$ cat config.mk
export PLATFORM = sky130hd
export DESIGN_NAME = pt64_modmul
export DESIGN_NICKNAME = d
export VERILOG_FILES = /design/src/sv/pt64_pkg.sv /design/src/sv/pt64_modmul.sv
export SDC_FILE = /design/constraint.sdc
export NUM_CORES = 1
export LEC_CHECK = 0
export CAP_MARGIN = 40
export CELL_PAD_IN_SITES_DETAIL_PLACEMENT = 0
export CELL_PAD_IN_SITES_GLOBAL_PLACEMENT = 1
export CORE_MARGIN = 2
export CORE_UTILIZATION = 46
export CTS_CLUSTER_DIAMETER = 30
export DETAILED_ROUTE_END_ITERATION = 10
export DONT_BUFFER_PORTS = 1
export GPL_ROUTABILITY_DRIVEN = 0
export PLACE_DENSITY_LB_ADDON = 0.25
export SKIP_CTS_REPAIR_TIMING = 1
export SLEW_MARGIN = 20
export SYNTH_ARGS = -nofsm -noshare
export SYNTH_HDL_FRONTEND = slang
export SYNTH_SLANG_ARGS = --single-unit
export TNS_END_PERCENT = 30
$ cat constraint.sdc
create_clock -name clk -period 9.2 [get_ports clk]
set_clock_uncertainty 0.05 [all_clocks]
set_input_delay 1.84 -clock clk [delete_from_list [all_inputs] [get_ports clk]]
set_output_delay 1.84 -clock clk [all_outputs]
set_load 0.03 [all_outputs]
$ cat src/sv/pt64_pkg.sv
// Shared types and constants of the 64-bit primality tester.
// Used by the channel interfaces, the modular multiplier and the top level.
package pt64_pkg;

  // Default sizes of the divisor and exception tables
  localparam int PRIME_DEPTH_DEF  = 1024;
  localparam int EXC_DEPTH_DEF    = 1024;
  localparam int EARLY_PRIMES_DEF = 100;

  localparam int WORD_W  = 64;
  localparam int PRIME_W = 32;
  localparam int COUNT_W = 11;
  localparam int SLOT_W  = 10;
  localparam int CAUSE_W = 4;
  localparam int MODE_W  = 2;
  localparam int CFG_IDX_W = 2;

  // Item modes
  localparam logic [MODE_W-1:0] MODE_TEST      = 2'd0;
  localparam logic [MODE_W-1:0] MODE_LOAD_PRIME = 2'd1;
  localparam logic [MODE_W-1:0] MODE_LOAD_EXC  = 2'd2;

  // Configuration register indexes
  localparam logic [CFG_IDX_W-1:0] CFG_WITNESS   = 2'd0;
  localparam logic [CFG_IDX_W-1:0] CFG_PRIME_CNT = 2'd1;
  localparam logic [CFG_IDX_W-1:0] CFG_EXC_CNT   = 2'd2;

  // Verdict causes
  localparam logic [CAUSE_W-1:0] CAUSE_LOAD      = 4'd0;
  localparam logic [CAUSE_W-1:0] CAUSE_TRIVIAL   = 4'd1;
  localparam logic [CAUSE_W-1:0] CAUSE_SMALL     = 4'd2;
  localparam logic [CAUSE_W-1:0] CAUSE_SQUARE    = 4'd3;
  localparam logic [CAUSE_W-1:0] CAUSE_DIVISOR   = 4'd4;
  localparam logic [CAUSE_W-1:0] CAUSE_BOUND     = 4'd5;
  localparam logic [CAUSE_W-1:0] CAUSE_EULER     = 4'd6;
  localparam logic [CAUSE_W-1:0] CAUSE_EXCEPTION = 4'd7;
  localparam logic [CAUSE_W-1:0] CAUSE_PASSED    = 4'd8;

  // Request to and response from the modular multiplier
  typedef struct packed {
    logic              start;
    logic [WORD_W-1:0] a;
    logic [WORD_W-1:0] b;
    logic [WORD_W-1:0] n;
  } mm_req_t;

  typedef struct packed {
    logic              done;
    logic [WORD_W-1:0] res;
  } mm_rsp_t;

endpackage

$ cat src/sv/pt64_modmul.sv
// Bit-serial modular multiplier: a*b mod n by double-and-add, one
// modular addition per cycle. Depends on pt64_pkg.
module pt64_modmul import pt64_pkg::*; (
  input  logic    clk,
  input  logic    rst,
  input  mm_req_t req,
  output mm_rsp_t rsp
);

  logic              busy;
  logic              phase;
  logic [5:0]        k;
  logic [WORD_W-1:0] a;
  logic [WORD_W-1:0] b;
  logic [WORD_W-1:0] n;
  logic [WORD_W-1:0] r;
  logic [WORD_W-1:0] addend;
  logic [WORD_W-1:0] gap;
  logic [WORD_W-1:0] sum;
  logic              done;

  // One modular addition: r + addend mod n, both below n
  always_comb begin
    addend = phase ? a : r;
    gap    = n - addend;
    sum    = (r >= gap) ? (r - gap) : (r + addend);
  end

  // Double on phase 0, conditionally add a on phase 1
  always_ff @(posedge clk) begin
    if (rst) begin
      busy  <= 1'b0;
      done  <= 1'b0;
      phase <= 1'b0;
      k     <= '0;
    end else begin
      done <= 1'b0;
      if (req.start) begin
        busy  <= 1'b1;
        phase <= 1'b0;
        k     <= '0;
        a     <= req.a;
        b     <= req.b;
        n     <= req.n;
        r     <= '0;
      end else if (busy) begin
        if (!phase) begin
          r     <= sum;
          phase <= 1'b1;
        end else begin
          if (b[WORD_W-1]) begin
            r <= sum;
          end
          b     <= {b[WORD_W-2:0], 1'b0};
          phase <= 1'b0;
          k     <= k + 6'd1;
          if (k == 6'd63) begin
            busy <= 1'b0;
            done <= 1'b1;
          end
        end
      end
    end
  end

  assign rsp.done = done;
  assign rsp.res  = r;

endmodule

Word level (Yosys, flattened, before mapping)
Index checks and enable logic that the tools add are counted.
{"block": "totals", "ff_bits": 265, "inputBits": 195, "elab_cells": 40}
{"block": "op_classes", "n_addsub": 4, "magnitude_cmp": 1, "eq_ne": 2, "n_mux": 14, "bitwise_logic": 3, "n_reduce_logical": 8}
{"cell": "two-way mux 64 bit", "n": 8}
{"cell": "subtractor 64 bit", "n": 2}
{"cell": "adder 64 bit", "n": 1}
{"cell": ">= comparator 64 bit", "n": 1}
{"cell": "adder 6 x 1 -> 6 bit (second input constant)", "n": 1}
{"cell": "== test 6 bit (second input constant)", "n": 1}
{"cell": "two-way mux 1 bit", "n": 6}
{"cell": "AND reduction 3 bit", "n": 2}
{"cell": "AND reduction 2 bit", "n": 2}
{"cell": "nonzero test 2 bit", "n": 2}
{"cell": "OR reduction 4 bit", "n": 1}
{"cell": "inequality test 3 bit (second input constant)", "n": 1}
{"cell": "inverter 1 bit", "n": 3}
{"cell": "OR reduction 2 bit", "n": 1}

Depth between registers and ports, before layout
Gate-level depths: netlist (run 1).
{"block": "depth", "word_depth": 7, "mapped_depth": 32}

Worst setup path after synthesis (run 1)
Ideal clock, no wire load.
{"block": "synth_path", "path_kind": "input to register", "start": "input port req[192] (netlist bit)", "end": "register a[0] (enable)", "setup_time_ns": 0.634, "arrival_ns": 8.388, "required_time_ns": 8.516, "slack_ns": 0.128, "path_stages": 4, "cell_sequence": "clkbuf_1 > clkbuf_1 > clkbuf_1 > nor2b_1"}
{"block": "synth_via", "elab_chain_cells": 1}
{"item": "start: declaration", "line_no": "pt64_modmul.sv:6", "rtl": "input mm_req_t req,"}
{"item": "AND reduction 2 bit (no line)"}
{"item": "end signal: assignment", "line_no": "pt64_modmul.sv:42", "rtl": "a <= req.a;"}
{"item": "end: declaration", "line_no": "pt64_modmul.sv:13", "rtl": "logic [WORD_W-1:0] a;"}
No other way between the ends.
A chain may end at the register's enable or synchronous reset.

Worst setup path in the final report (run 1)
{"block": "layout_path", "start": "register phase", "end": "register r[11], data pin"}
{"block": "layout_via", "elab_chain_cells": 7}
{"item": "start: declaration", "line_no": "pt64_modmul.sv:11", "rtl": "logic phase;"}
{"item": "start signal: assignment", "line_no": "pt64_modmul.sv:34", "rtl": "phase <= 1'b0;"}
{"item": "start signal: assignment", "line_no": "pt64_modmul.sv:40", "rtl": "phase <= 1'b0;"}
{"item": "start signal: assignment", "line_no": "pt64_modmul.sv:49", "rtl": "phase <= 1'b1;"}
{"item": "two-way mux 64 bit", "line_no": "pt64_modmul.sv:24", "rtl": "addend = phase ? a : r;"}
{"item": "subtractor 64 bit", "line_no": "pt64_modmul.sv:25", "rtl": "gap = n - addend;"}
{"item": "subtractor 64 bit or >= comparator 64 bit (tied branches)", "line_no": "pt64_modmul.sv:26", "rtl": "sum = (r >= gap) ? (r - gap) : (r + addend);"}
{"item": "two-way mux 64 bit", "line_no": "pt64_modmul.sv:26"}
{"item": "two-way mux 64 bit", "line_no": "pt64_modmul.sv:51", "rtl": "if (b[WORD_W-1]) begin"}
{"item": "two-way mux 64 bit *", "line_no": "pt64_modmul.sv:47", "rtl": "if (!phase) begin"}
{"item": "two-way mux 64 bit *", "line_no": "pt64_modmul.sv:46", "rtl": "end else if (busy) begin"}
{"item": "end signal: assignment", "line_no": "pt64_modmul.sv:48", "rtl": "r <= sum;"}
{"item": "end signal: assignment", "line_no": "pt64_modmul.sv:52", "rtl": "r <= sum;"}
{"item": "end: declaration", "line_no": "pt64_modmul.sv:16", "rtl": "logic [WORD_W-1:0] r;"}
Every way passes the cells marked *; elsewhere a longest branch is shown, timed or not. The select of a mux whose other input is x is not followed.

==> flow_summary.json, run 1 <==
{
  "status": "complete, no violations",
  "synth_warnings": 0,
  "slew_violations": 0,
  "synth_cell_types": 79,
  "grt_first_pass_wirelength_um": 97600,
  "ys_seq_elements": 265,
  "drive_above_1_share": 0.100,
  "fin_nets": 2680,
  "path_class": "reg -> reg",
  "area_growth_pct": 14.4,
  "ctsLongestPathBuffers": 3,
  "hold_ws_ns": 0.441,
  "htree_num_levels": 3,
  "tns_ns": 0,
  "layout_setup_ws_ns": 1.82,
  "ant_nets": 0,
  "clkSlewWorstSetupHoldPaths_ns": 0.04,
  "synth_seq_area_share": 0.365,
  "cts_made_buffers": 72,
  "coreArea_um2": 46400,
  "rsz0062_at_grt": "false",
  "via_count": 17872,
  "setup_viol": 0,
  "die-height_um": 220,
  "clock_sinks": 265,
  "clock-root-buffer": "clkbuf_16",
  "start_util": 0.464,
  "synth_edf_count": 256,
  "routedWlPerCell_um": 21.6,
  "antenna_found_initial": 6,
  "port_buffers": 0,
  "remaining_drc_errors": 0,
  "clock.fmax_mhz": 135,
  "rows": 79,
  "slowest_stage": "dfxtp_4",
  "syn-num-nets": 2689,
  "dr.pass1.iters": 5,
  "crit_top_cell": "o21ai_0",
  "layout_common_cells": "edfxtp_1 (256), a21oi_1 (238), nor2_1 (201)",
  "hold_viol": 0,
  "drtIter0Drc": 1694,
  "fin_crit_ns": 7.38,
  "crit_fanout": 53,
  "syn_area_um2": 21500,
  "clk_latency_ns": 0.62,
  "final_common_cell": "edfxtp_1",
  "via_per_inst": 6.04,
  "die_x_um": 220,
  "yosys_most_used_dff": "edfxtp_1",
  "postSynthAreaPerCell_um2": 9.36,
  "place_hpwl_um": 49200,
  "max_cap_viol_count": 0,
  "track_usage": 0.260,
  "grt_max_degree": 119,
  "grt_remaining_overflow": 0,
  "required_ns": 9.49,
  "place_ws_ns": 1.53,
  "fillerInstances": 4156,
  "synth_top_cell_by_area": "edfxtp_1",
  "dieArea_um2": 48600,
  "critPathLaunchType": "flop",
  "hold_class": "reg -> reg",
  "max_slew_margin": 0.444,
  "worstMarginPinSlew_ns": 0.826,
  "arrival_ns": 7.67,
  "crit_path_end_kind": "flop",
  "fin_crit_sh": 0.802,
  "grt_pass1_vias": 17276,
  "cts_tree": "yes",
  "slowest_delay_ns": 0.74,
  "io_pins": 260,
  "synth_cells": 2300,
  "synth_top_cell_area_share": 0.357,
  "wirelength_um": 64000,
  "async_reset_ff_frac": 0,
  "synthTopCellsByArea": "edfxtp_1 (36%), ha_1 (11%), a21oi_1 (5.5%)"
}
## per-stage QoR
stage / instance area (um^2) / instances / utilization
5_1_grt: 24600 / 2956 / 0.531
3_3_place_gp: 22000 / 2817 / 0.474
4_1_cts: 24600 / 2952 / 0.530
3_5_place_dp: 22000 / 2820 / 0.476
6_report: 24600 / 2959 / 0.531
2_1_floorplan: 21500 / 2300 / -
## layout make-up
cell class | instances | area, um^2 | share of cell area
clock buffer | 76 | 1820 | 0.0737
antenna | 3 | 7.51 | 0.000305
timing repair buffer | 14 | 175 | 0.00711
multi-input combinational | 1813 | 12800 | 0.521
clock inverter | 56 | 704 | 0.0286
sequential | 265 | 7870 | 0.319
tap | 607 | 759 | 0.0308
inverter | 125 | 469 | 0.0190
## worst max-delay path: cells and delay by family, from the launching register on
| family | cells | cell delay [ns] |
|---|---|---|
| compound gates | 11 | 3.07 |
| simple gates | 6 | 1.03 |
| fa+ha+maj | 3 | 0.99 |
| flops | 1 | 0.74 |
| buf+inv | 3 | 0.70 |
| xor+xnor | 1 | 0.24 |
| mux | 1 | 0.23 |
## cell usage after synthesis, types with 10 or more instances
master / number
xor2_1: 75
xnor2_1: 106
a31oi_1: 30
inv_1: 125
nor2b_1: 15
mux2_2: 63
o21ai_0: 109
edfxtp_1: 256
a211oi_1: 14
nor2_1: 203
clkbuf_1: 82
nor3_1: 29
o211ai_1: 18
o22ai_1: 18
or3_1: 15
o31a_1: 10
a21o_1: 108
ha_1: 191
nand2_1: 162
a21oi_1: 238
or2_2: 12
nand3_1: 36
and2_1: 13
and3_1: 12
nand4_1: 51
o21a_1: 31
nand2b_1: 18
o21bai_1: 41
mux2i_1: 74
## sequential cells by signal (all words and copies together) (netlist names)
register / cells
a: 64
b: 64
n: 64
r: 64
k: 6
busy: 1
done: 1
phase: 1
## kinds of logic after synthesis
logic type	share of synthesized area
flops	0.365
mux	0.0674
compound gates	0.213
buf+inv	0.0396
fa+ha+maj	0.114
simple gates	0.127
xor+xnor	0.0736
## per-layer routing
metal	GRT usage	part of all wire
met1	0.356	0.45
met2	0.405	0.45
met3	0.0580	0.067
met4	0.0893	0.029
met5	0	0.00042
## final timing paths
check                startpoint             endpoint  slack (ns)  cells past startpoint
max          phase$_SDFFE_PP0P_  r[11]$_SDFFCE_PP0P_        1.82                     25
min           k[1]$_SDFFE_PP0P_    k[1]$_SDFFE_PP0P_        0.44                      2
max reg2reg  phase$_SDFFE_PP0P_  r[11]$_SDFFCE_PP0P_        1.82                     25
min reg2reg   k[1]$_SDFFE_PP0P_    k[1]$_SDFFE_PP0P_        0.44                      2
Power of run 1 is left out: the tool's default activity adds up to more than one toggle a clock period on the data nets, which glitch-free logic cannot reach.
==> run 2, diff against run 1 <==
- clock period: 9.2 -> 6.19 ns (I/O delays scaled with it)
==> flow_summary.json, run 2 (same netlist as run 1, synthesis figures left out) <==
{
  "dr.pass1.iters": 6,
  "ctsLongestPathBuffers": 3,
  "clk_latency_ns": 0.64,
  "fin_util": 0.601,
  "crit_fanout": 15,
  "layout_common_cells": "buf_4 (325), edfxtp_1 (256), a21oi_1 (228)",
  "track_usage": 0.275,
  "grt_max_degree": 119,
  "via_count": 19288,
  "critPathLaunchType": "flop",
  "dieArea_um2": 48600,
  "slowest_stage": "or4_1",
  "final_common_cell": "buf_4",
  "worstMarginPinSlew_ns": 0.910,
  "routedWlPerCell_um": 21.2,
  "violations": "negative setup slack",
  "layout_setup_ws_ns": -0.242,
  "via_per_inst": 5.86,
  "grt_first_pass_wirelength_um": 104000,
  "arrival_ns": 6.74,
  "antenna_found_initial": 8,
  "max_slew_margin": 0.378,
  "clock_sinks": 265,
  "required_ns": 6.50,
  "cts_made_buffers": 75,
  "status": "finished, violations left",
  "crit_path_end_kind": "flop",
  "die-height_um": 220,
  "hold_class": "reg -> reg",
  "htree_num_levels": 3,
  "area_growth_pct": 29.4,
  "rows": 79,
  "ant_nets": 0,
  "setup_viol": 60,
  "port_buffers": 0,
  "fin_crit_sh": 1.04,
  "clock.fmax_mhz": 155,
  "slew_violations": 0,
  "rsz0062_at_grt": "true",
  "hold_ws_ns": 0.441,
  "grt_pass1_vias": 18779,
  "placed_cells_incl_taps": 3127,
  "remaining_drc_errors": 0,
  "coreArea_um2": 46400,
  "die_x_um": 220,
  "path_class": "reg -> reg",
  "start_util": 0.464,
  "fillerInstances": 3958,
  "cts_tree": "yes",
  "wirelength_um": 69700,
  "tns_ns": -8.07,
  "rrSetupSlack_ns": -0.24,
  "clock-root-buffer": "clkbuf_16",
  "place_hpwl_um": 52900,
  "drtIter0Drc": 1436,
  "io_pins": 260,
  "fin_crit_ns": 6.43,
  "clkSlewWorstSetupHoldPaths_ns": 0.05,
  "grt_remaining_overflow": 0,
  "fin_nets": 3009,
  "final_cells": 3294,
  "hold_viol": 0,
  "slowest_delay_ns": 0.58,
  "drive_above_1_share": 0.239,
  "max_cap_viol_count": 0
}
==> run 2: cell types whose count changed in the layout (fill, tap and decap cells not counted), moves of 7 or more <==
| cell | change |
|---|---|
| a21oi_1 | -10 |
| a21oi_2 | +9 |
| buf_4 | +318 |
| clkbuf_16 | +7 |
| clkinvlp_4 | +10 |
| ha_1 | -7 |
| mux2i_1 | -16 |
| mux2i_2 | +8 |
| mux2i_4 | +8 |
| nor2_1 | -7 |
| o21ai_0 | -15 |
| o21ai_1 | +13 |
==> run 2: metrics by stage <==
| stage | setup slack (ns) | cell area, um^2 |
|---|---|---|
| finish | -0.242 | 27900 |
| global route | -0.403 | 27900 |
| CTS | -0.445 | 27000 |
| detailed placement | -0.404 | 24400 |
| global placement | -0.325 | 24400 |
| floorplan | -0.306 | 21500 |
==> run 2: routing by layer <==
metal	up-vias	GRT usage	wire (um)	part of all wire
met3	146	0.0674	5450	0.078
li1	9257	-	-	-
met1	9158	0.352	29500	0.42
met5	-	0	44	0.00063
met2	721	0.453	32700	0.47
met4	6	0.0890	2040	0.029
==> run 2: path summary, 6_finish.rpt <==
| path | end | start | depth (start not counted) |
|---|---|---|---|
| max | r[18]$_SDFFCE_PP0P_ | phase$_SDFFE_PP0P_ | 28 |
| min | k[1]$_SDFFE_PP0P_ | k[1]$_SDFFE_PP0P_ | 2 |
| max reg2reg | r[18]$_SDFFCE_PP0P_ | phase$_SDFFE_PP0P_ | 28 |
| min reg2reg | k[1]$_SDFFE_PP0P_ | k[1]$_SDFFE_PP0P_ | 2 |
==> run 2: area by class of cell <==
type | instances | area (um^2) | share of cell area
sequential | 265 | 7870 | 0.282
antenna | 5 | 12.5 | 0.000449
clock inverter | 61 | 741 | 0.0266
timing repair buffer | 340 | 2740 | 0.0984
multi-input combinational | 1813 | 13400 | 0.480
inverter | 125 | 469 | 0.0168
clock buffer | 78 | 1890 | 0.0677
tap | 607 | 759 | 0.0273
==> run 2: worst max-delay path, delay by kind of cell, from the launching register on <==
family | cells | cell delay (ns)
compound gates | 9 | 2.04
xor+xnor | 1 | 0.15
fa+ha+maj | 2 | 0.61
buf+inv | 7 | 1.16
flops | 1 | 0.36
mux | 2 | 0.40
simple gates | 7 | 1.33
Power of run 2 is left out for the same reason.
